**src/hdl/wat_pkg.sv**
```systemverilog
// ---------------------------------------------------------------------------
// Weekly alarm table package
// Shared types, codes and constants for the weekly alarm table core.
// ---------------------------------------------------------------------------
`default_nettype none

package wat_pkg;

  // Table geometry.
  localparam int DEPTH = 16;
  localparam int IDX_W = $clog2(DEPTH);
  localparam int CNT_W = $clog2(DEPTH + 1);

  // Time limits and second counts.
  localparam int MAX_HOUR   = 23;
  localparam int MAX_MINUTE = 59;
  localparam int HOUR_SECS  = 3600;
  localparam int MIN_SECS   = 60;
  localparam int DAY_SECS   = 86400;
  localparam int WEEK_DAYS  = 7;

  // Operation codes.
  typedef enum logic [2:0] {
    FUNC_ADD    = 3'd0,
    FUNC_REMOVE = 3'd1,
    FUNC_ENABLE = 3'd2,
    FUNC_UPDATE = 3'd3,
    FUNC_TICK   = 3'd4
  } func_t;

  // Result kinds.
  typedef enum logic [1:0] {
    KIND_ACK   = 2'd0,
    KIND_FIRED = 2'd1,
    KIND_DONE  = 2'd2
  } kind_t;

  // Status codes.
  typedef enum logic [2:0] {
    ST_OK        = 3'd0,
    ST_BAD_TIME  = 3'd1,
    ST_FULL      = 3'd2,
    ST_NOT_FOUND = 3'd3,
    ST_NO_IDS    = 3'd4
  } status_t;

  // One input item.
  typedef struct packed {
    logic [2:0]  func;
    logic [15:0] target_id;
    logic [4:0]  set_hour;
    logic [5:0]  set_minute;
    logic [6:0]  set_days;
    logic        set_enable;
    logic [4:0]  now_hour;
    logic [5:0]  now_minute;
    logic [5:0]  now_second;
    logic [2:0]  now_weekday;
  } req_t;

  // One result item.
  typedef struct packed {
    logic [1:0]  kind;
    logic [2:0]  status;
    logic [15:0] alarm_id;
    logic [4:0]  alarm_hour;
    logic [5:0]  alarm_minute;
    logic [19:0] next_alarm_seconds;
    logic [4:0]  alarm_count;
    logic [4:0]  active_count;
    logic        last;
  } rsp_t;

  // One stored alarm.
  typedef struct packed {
    logic [15:0] id;
    logic [4:0]  hour;
    logic [5:0]  minute;
    logic [6:0]  days;
    logic        en;
  } entry_t;

  // One fired alarm waiting to be reported.
  typedef struct packed {
    logic [15:0] id;
    logic [4:0]  hour;
    logic [5:0]  minute;
  } fired_t;

endpackage

`default_nettype wire

```
**src/hdl/weekly_alarm_table_core.sv**
```systemverilog
// Sequence: add and unknown operations, and items rejected before a scan, go from idle
// straight to the final result; remove, set enable, update and tick scan the table,
// reading and then evaluating each stored entry in turn, and a tick then reads out and
// reports each fired alarm before the final result. Each result waits while the output is full.
// Throughput: one item at a time; the next item is accepted once the final result is loaded.
// Reset: the table is empty, the next id is 1 and the last checked minute is 0.
// ---------------------------------------------------------------------------
// Weekly alarm table core
// Compacted alarm table with add, remove, enable, update and minute ticks.
// ---------------------------------------------------------------------------
`default_nettype none

module weekly_alarm_table_core (
  input  logic          clk,
  input  logic          rst,
  input  logic          req_valid,
  output logic          req_ready,
  input  wat_pkg::req_t req,
  output logic          rsp_valid,
  input  logic          rsp_ready,
  output wat_pkg::rsp_t rsp
);
  import wat_pkg::*;

  typedef enum logic [5:0] {
    S_IDLE = 6'b000001,
    S_RD   = 6'b000010,
    S_EV   = 6'b000100,
    S_FRD  = 6'b001000,
    S_FOUT = 6'b010000,
    S_FIN  = 6'b100000
  } state_t;

  state_t state;

  // Table and fired-alarm buffer.
  entry_t mem [DEPTH];
  entry_t rdata;
  fired_t fbuf [DEPTH];
  fired_t fdata;

  // Control and counters.
  req_t              op;
  logic [CNT_W-1:0]  cnt;
  logic [CNT_W-1:0]  active;
  logic [16:0]       next_id;
  logic [10:0]       lcm;
  logic [CNT_W-1:0]  r;
  logic [CNT_W-1:0]  w;
  logic [CNT_W-1:0]  acc;
  logic [CNT_W-1:0]  fcnt;
  logic [CNT_W-1:0]  rp;
  logic              found;
  logic              fire_on;
  logic [16:0]       cur;
  logic              bvalid;
  logic [19:0]       best;
  logic [2:0]        fin_status;
  logic [15:0]       fin_id;

  logic              bad_time;
  logic [10:0]       stamp;
  logic              is_tick;
  logic              match;
  logic              fire;
  logic              drop;
  entry_t            mod_e;
  logic              wr_en;
  logic [IDX_W-1:0]  wr_addr;
  entry_t            wr_data;
  logic              d_hit;
  logic [19:0]       d_secs;
  logic              out_free;
  logic              rsp_load;
  logic              add_ok;
  logic              tick_fire;
  status_t           idle_status;
  state_t            idle_next;

  assign req_ready = (state == S_IDLE);
  assign out_free  = !rsp_valid || rsp_ready;
  assign rsp_load  = out_free && (state == S_FOUT || state == S_FIN);
  assign bad_time  = (req.set_hour > 5'(MAX_HOUR)) || (req.set_minute > 6'(MAX_MINUTE));
  assign stamp     = 11'(req.now_hour) * 11'(MIN_SECS) + 11'(req.now_minute);
  assign is_tick   = (op.func == FUNC_TICK);

  // Decision taken when an item is accepted.
  always_comb begin
    add_ok      = (req.func == FUNC_ADD) && !bad_time && (cnt < CNT_W'(DEPTH)) &&
                  !next_id[16];
    tick_fire   = (req.func == FUNC_TICK) && (cnt != '0) && (stamp != lcm);
    idle_status = ST_OK;
    idle_next   = S_FIN;
    case (req.func)
      FUNC_ADD: begin
        if (bad_time) begin
          idle_status = ST_BAD_TIME;
        end else if (cnt >= CNT_W'(DEPTH)) begin
          idle_status = ST_FULL;
        end else if (next_id[16]) begin
          idle_status = ST_NO_IDS;
        end
      end
      FUNC_REMOVE, FUNC_ENABLE, FUNC_UPDATE: begin
        if (req.func == FUNC_UPDATE && bad_time) begin
          idle_status = ST_BAD_TIME;
        end else if (cnt == '0) begin
          idle_status = ST_NOT_FOUND;
        end else begin
          idle_next = S_RD;
        end
      end
      FUNC_TICK: begin
        if (cnt != '0) begin
          idle_next = S_RD;
        end
      end
      default: begin
        idle_status = ST_OK;
      end
    endcase
  end

  // Per-entry decision during a scan.
  always_comb begin
    match = (rdata.id == op.target_id);
    fire  = fire_on && rdata.en && (rdata.hour == op.now_hour) &&
            (rdata.minute == op.now_minute) &&
            ((rdata.days == '0) ||
             ((op.now_weekday < 3'(WEEK_DAYS)) && rdata.days[op.now_weekday[2:0]]));
    drop  = (is_tick && fire && rdata.days == '0) ||
            (op.func == FUNC_REMOVE && match);
    mod_e = rdata;
    if (op.func == FUNC_ENABLE && match) begin
      mod_e.en = op.set_enable;
    end
    if (op.func == FUNC_UPDATE && match) begin
      mod_e.hour   = op.set_hour;
      mod_e.minute = op.set_minute;
      mod_e.days   = op.set_days;
    end
  end

  wat_dist u_dist (
    .ent  (mod_e),
    .cur  (cur),
    .nw   (op.now_weekday),
    .hit  (d_hit),
    .secs (d_secs)
  );

  // Table write port: append on add, compacting write-back during a scan.
  always_comb begin
    wr_en   = 1'b0;
    wr_addr = w[IDX_W-1:0];
    wr_data = mod_e;
    if (state == S_IDLE && req_valid && add_ok) begin
      wr_en   = 1'b1;
      wr_addr = cnt[IDX_W-1:0];
      wr_data = '{id: next_id[15:0], hour: req.set_hour, minute: req.set_minute,
                  days: req.set_days, en: 1'b1};
    end else if (state == S_EV && !drop) begin
      wr_en = 1'b1;
    end
  end

  // Table memory with registered read.
  always_ff @(posedge clk) begin
    if (wr_en) begin
      mem[wr_addr] <= wr_data;
    end
    rdata <= mem[r[IDX_W-1:0]];
  end

  // Fired-alarm buffer.
  always_ff @(posedge clk) begin
    if (state == S_EV && is_tick && fire) begin
      fbuf[fcnt[IDX_W-1:0]] <= '{id: rdata.id, hour: rdata.hour, minute: rdata.minute};
    end
    fdata <= fbuf[rp[IDX_W-1:0]];
  end

  // Sequencer.
  always_ff @(posedge clk) begin
    if (rst) begin
      state     <= S_IDLE;
      cnt       <= '0;
      active    <= '0;
      next_id   <= 17'd1;
      lcm       <= '0;
      rsp_valid <= 1'b0;
    end else begin
      if (rsp_load) begin
        rsp_valid <= 1'b1;
      end else if (rsp_ready) begin
        rsp_valid <= 1'b0;
      end
      case (state)
        S_IDLE: begin
          if (req_valid) begin
            op         <= req;
            fin_status <= idle_status;
            fin_id     <= add_ok ? next_id[15:0] : '0;
            r          <= '0;
            w          <= '0;
            acc        <= '0;
            fcnt       <= '0;
            rp         <= '0;
            found      <= 1'b0;
            bvalid     <= 1'b0;
            best       <= '0;
            fire_on    <= tick_fire;
            cur        <= 17'(req.now_hour) * 17'(HOUR_SECS) +
                          17'(req.now_minute) * 17'(MIN_SECS) + 17'(req.now_second);
            state      <= idle_next;
            if (add_ok) begin
              cnt     <= cnt + CNT_W'(1);
              active  <= active + CNT_W'(1);
              next_id <= next_id + 17'd1;
            end
            if (tick_fire) begin
              lcm <= stamp;
            end
          end
        end
        S_RD: begin
          state <= S_EV;
        end
        S_EV: begin
          if (match && op.func != FUNC_TICK) begin
            found <= 1'b1;
          end
          if (is_tick && fire) begin
            fcnt <= fcnt + CNT_W'(1);
          end
          if (!drop) begin
            w <= w + CNT_W'(1);
            if (mod_e.en) begin
              acc <= acc + CNT_W'(1);
            end
            if (d_hit && (!bvalid || d_secs < best)) begin
              bvalid <= 1'b1;
              best   <= d_secs;
            end
          end
          r <= r + CNT_W'(1);
          if (r + CNT_W'(1) >= cnt) begin
            cnt    <= drop ? w : w + CNT_W'(1);
            active <= (!drop && mod_e.en) ? acc + CNT_W'(1) : acc;
            if (!is_tick) begin
              fin_status <= (found || match) ? ST_OK : ST_NOT_FOUND;
            end
            state <= (is_tick && (fire || fcnt != '0)) ? S_FRD : S_FIN;
          end else begin
            state <= S_RD;
          end
        end
        S_FRD: begin
          state <= S_FOUT;
        end
        S_FOUT: begin
          if (out_free) begin
            rsp       <= '{kind: KIND_FIRED, status: ST_OK, alarm_id: fdata.id,
                           alarm_hour: fdata.hour, alarm_minute: fdata.minute,
                           next_alarm_seconds: '0, alarm_count: cnt,
                           active_count: active, last: 1'b0};
            rp        <= rp + CNT_W'(1);
            state     <= (rp + CNT_W'(1) < fcnt) ? S_FRD : S_FIN;
          end
        end
        S_FIN: begin
          if (out_free) begin
            rsp       <= '{kind: is_tick ? KIND_DONE : KIND_ACK, status: fin_status,
                           alarm_id: fin_id, alarm_hour: '0, alarm_minute: '0,
                           next_alarm_seconds: is_tick ? best : '0,
                           alarm_count: cnt, active_count: active, last: 1'b1};
            state     <= S_IDLE;
          end
        end
        default: begin
          state <= S_IDLE;
        end
      endcase
    end
  end

`ifndef SYNTH
  // The table never holds more alarms than it has rows.
  a_cnt_bound: assert property (@(posedge clk) disable iff (rst)
    cnt <= CNT_W'(DEPTH)) else $error("entry count above table depth");

  // Enabled alarms are a subset of stored alarms while idle.
  a_active_bound: assert property (@(posedge clk) disable iff (rst)
    state == S_IDLE |-> active <= cnt) else $error("active count above entry count");

  // An accepted item always leaves the idle state.
  a_leave_idle: assert property (@(posedge clk) disable iff (rst)
    req_valid && req_ready |=> state != S_IDLE) else $error("item accepted but still idle");

  // Fired alarms drained from the buffer never outrun those stored in it.
  a_drain: assert property (@(posedge clk) disable iff (rst)
    state == S_FOUT |-> rp < fcnt) else $error("fired buffer read past its fill");
`endif

endmodule

`default_nettype wire

```
**src/hdl/wat_dist.sv**
```systemverilog
// ---------------------------------------------------------------------------
// Weekly alarm table distance unit
// Seconds from the current time to the next occurrence of one alarm.
// ---------------------------------------------------------------------------
`default_nettype none

module wat_dist (
  input  wat_pkg::entry_t ent,
  input  logic [16:0]     cur,
  input  logic [2:0]      nw,
  output logic            hit,
  output logic [19:0]     secs
);
  import wat_pkg::*;

  logic [16:0]        at;
  logic signed [17:0] diff;
  logic signed [20:0] dd;
  logic [3:0]         sum;
  logic [2:0]         wd;

  // Alarm time of day, then the first masked day with a positive distance, or today only when no day is masked.
  always_comb begin
    hit  = 1'b0;
    secs = '0;
    dd   = '0;
    sum  = '0;
    wd   = '0;
    at   = 17'(ent.hour) * 17'(HOUR_SECS) + 17'(ent.minute) * 17'(MIN_SECS);
    diff = $signed({1'b0, at}) - $signed({1'b0, cur});
    if (ent.en) begin
      if (ent.days == '0) begin
        if (diff > 0) begin
          hit  = 1'b1;
          secs = 20'(diff);
        end
      end else begin
        for (int d = 0; d < WEEK_DAYS; d++) begin
          sum = 4'(nw) + 4'(d);
          wd  = (sum >= 4'(WEEK_DAYS)) ? 3'(sum - 4'(WEEK_DAYS)) : 3'(sum);
          dd  = $signed(21'(diff)) + $signed(21'(d) * 21'(DAY_SECS));
          if (!hit && ent.days[wd] && dd > 0) begin
            hit  = 1'b1;
            secs = 20'(dd);
          end
        end
      end
    end
  end

endmodule

`default_nettype wire

```
**config.mk**
```make
export PLATFORM = sky130hd
export DESIGN_NAME = weekly_alarm_table_core
export DESIGN_NICKNAME = d
export VERILOG_FILES = /design/src/hdl/wat_pkg.sv /design/src/hdl/weekly_alarm_table_core.sv /design/src/hdl/wat_dist.sv
export SDC_FILE = /design/constraint.sdc
export NUM_CORES = 2
export LEC_CHECK = 0
export ABC_AREA = 1
export BUFFER_PORTS_ARGS = -buffer_cell sky130_fd_sc_hd__buf_2
export CORE_AREA = 5 5 368 370
export CTS_CLUSTER_SIZE = 28
export DETAILED_ROUTE_END_ITERATION = 8
export DIE_AREA = 0 0 373 375
export PLACE_DENSITY_LB_ADDON = 0.12
export REMOVE_ABC_BUFFERS = 1
export SETUP_SLACK_MARGIN = 0.2
export SKIP_CTS_REPAIR_TIMING = 1
export SYNTH_ARGS = -nofsm -noshare
export SYNTH_HDL_FRONTEND = slang
export SYNTH_SLANG_ARGS = --single-unit
```
**constraint.sdc**
```tcl
create_clock -name clk -period 10.6 [get_ports clk]
set_input_delay 1.06 -clock clk [delete_from_list [all_inputs] [get_ports clk]]
set_output_delay 1.06 -clock clk [all_outputs]
set_load 0.02 [all_outputs]
```
==> metrics.txt <==
share of cells above drive strength 1 12.4%; Tcrit/Tclk final 93.6%; Crit. Startpoint op[53]$_DFFE_PP_; final clock skew 40.6 ps; DR vias 39,500; largest net degree at the start of global routing 218; Main synth FF type edfxtp_1; dpl hpwl 96.4 mm; critical path arrival 10,400 ps; CP most frequent cell nand2_1; minimum clock period 9920 ps; 1st-pass router iterations 5; CTS Buffer Depth 3; H-tree depth 4; YS warnings 0; Starting Density 44.5%; antenna violations before repair 11; run status completed; grt ovf 0; Max FO, Critical Path 12; Post-Layout Cell Count 7,267; synth cell count leaders edfxtp_1, nand2_1, inv_1; Max Fclk 101 MHz; DIE WIDTH 373 um; 1st-iter DRT viols 3,654; port buffer count 126; Total Routing Usage GR 22.8%; dominant cell type by area after synthesis edfxtp_1; GPL Wtd Cong 0.935; DRC violations left 0; Slowest cell on crit path fa_1; Via density 5.43; row count 134; Setup crit end kind flip-flop; Mapped Area 58,900 sq um; Area Overhead vs Synth 14.4%; synthesized area per cell 11.4 sq um; Num CTS Buffers 141; Setup violations, final 0; area share of the largest cell type after synthesis 60.7%; Worst R2R Path Depth 62; RSZ-0062 raised after global routing false; TritonCTS clock tree done; FFs w/ async S/R, synth 0%; worst reg2reg path endpoint best[15]$_SDFFCE_PN0P_; CTS root buffer clkbuf_16; count of cell types in the netlist 68; synthesized flop and latch total 1,298; WHS 454 ps; count leader, synth edfxtp_1; Slew Limit Fails 0; final net count 5,654; ranking of synthesized cells by area edfxtp_1, nand2_1, o21ai_0; R2R Path Start op[53]$_DFFE_PP_; R2R setup slack 680 ps; Avg WL per Cell 22.5 um; Critical Path End best[15]$_SDFFCE_PN0P_; HP Class in -> reg; vias in the first global route 37,900; Inst Count DP 6,970; pin slew with the least headroom to its limit 1290 ps; Max Cap Violations 0; clk_lat worst skew 780 ps; setup_tns 0 ps; clock sink total 1,298; Die Y 375 um; first-pass GRT wire length 242 mm; Worst-path clk slew 70 ps; DRT Wirelength 163 mm; Post-synth EDFFs 1,191; Worst EP required 11,080 ps; die area 140,000 sq um; ANT nets after route 0; Worst path max stage delay 570 ps; Ports 127; post-synthesis sequential area ratio 64.4%; Max transition margin 13.6%; Syn Inst Count 5,159; startpoint class of the critical path flip-flop; Final Hold Fails 0; core box area 132,000 sq um; kind of critical path reg -> reg
[per-stage QoR]
stage               utilization [%]  area, sq um  worst slack (ps)
floorplan                         -        58000               291
global placement               47.0        62200               209
detailed placement             47.0        62200              -124
CTS                            50.5        66800              -164
global route                   50.9        67300              88.9
finish                         50.9        67300               683
[state kept, by name, summed over array words and instances (netlist names), 3 cells and up]
register,cells
active,5
mem,560
fcnt,5
r,5
op,52
best,20
rp,5
rdata,19
fbuf,432
next_id,17
fin_status,3
rsp,63
w,5
lcm,11
cnt,5
fdata,27
mod_e,16
cur,17
fin_id,16
state,6
acc,5
[worst max-delay path: cells and delay by family, from the launching register on]
family	cells	cell delay [ps]
DFF	1	420
AOI/OAI and AO/OA	12	1890
and+or+nand+nor	32	3780
adders and majority gates	6	2110
buffers and inverters	8	820
xor gates and xnor gates	4	580
[area by class of cell]
class                      count  area (sq um)
fill                       11600         64900
sequential                  1298         37900
multi-input combinational   3098         18600
clock buffer                 192          3930
tap                         1768          2210
inverter                     541          2080
timing repair buffer         299          1980
clock inverter                66           659
antenna                        5          12.5
[worst min path at each step]
| stage | start | to | slack [ps] | cells after the start |
|---|---|---|---|---|
| 2_1_floorplan | active[3]$_SDFFE_PP0P_ | rsp[4]$_DFFE_PP_ | 420 | 0 |
| 3_3_place_gp | lcm[10]$_SDFFE_PP0P_ | lcm[10]$_SDFFE_PP0P_ | 450 | 2 |
| 3_5_place_dp | lcm[5]$_SDFFE_PP0P_ | lcm[5]$_SDFFE_PP0P_ | 470 | 2 |
| 4_1_cts | req[4] | cur[1]$_DFFE_PP_ | 380 | 1 |
| 5_1_grt | req[4] | cur[1]$_DFFE_PP_ | 410 | 1 |
| 6_report | req[4] | cur[1]$_DFFE_PP_ | 450 | 1 |
[metal layers]
layer	part of all wire, %	track usage, %
met1	45	32.3
met2	47	37.2
met3	5.6	3.11
met4	2.4	6.18
met5	0.0080	0
[cell usage in the layout, fill, tap and decap left out, types with 12 or more instances in the layout]
cell type / instances
clkinv_2: 27
nand3_1: 185
clkbuf_16: 146
a21oi_1: 300
nor2_4: 43
inv_1: 502
o22ai_1: 55
xnor2_1: 31
inv_2: 22
nand2_2: 27
o221ai_1: 36
nand2_1: 736
mux2i_1: 109
nor2_1: 378
fa_1: 32
nor3_1: 35
nand4_1: 61
o21ai_1: 19
nor2_2: 12
o211ai_1: 117
o21ai_0: 473
ha_1: 172
a221oi_1: 48
edfxtp_1: 1191
clkinv_1: 23
a31oi_1: 15
clkbuf_1: 36
buf_4: 167
dfxtp_1: 107
buf_2: 126
xor2_1: 81
[cells by family (layout without fill, tap and decap cells)]
kind of cell	count (synthesis)	after routing	share of synthesized area (%)
xor gates and xnor gates	112	112	1.67
and+or+nand+nor	1550	1552	11.3
adders and majority gates	213	213	4.95
AOI/OAI and AO/OA	1111	1111	10.9
muxes	110	110	1.87
other	0	5	0
buffers and inverters	765	1098	4.97
DFF	1298	1298	64.4
Power is left out: the tool's default activity adds up to more than one toggle a clock period on the data nets, which glitch-free logic cannot reach.
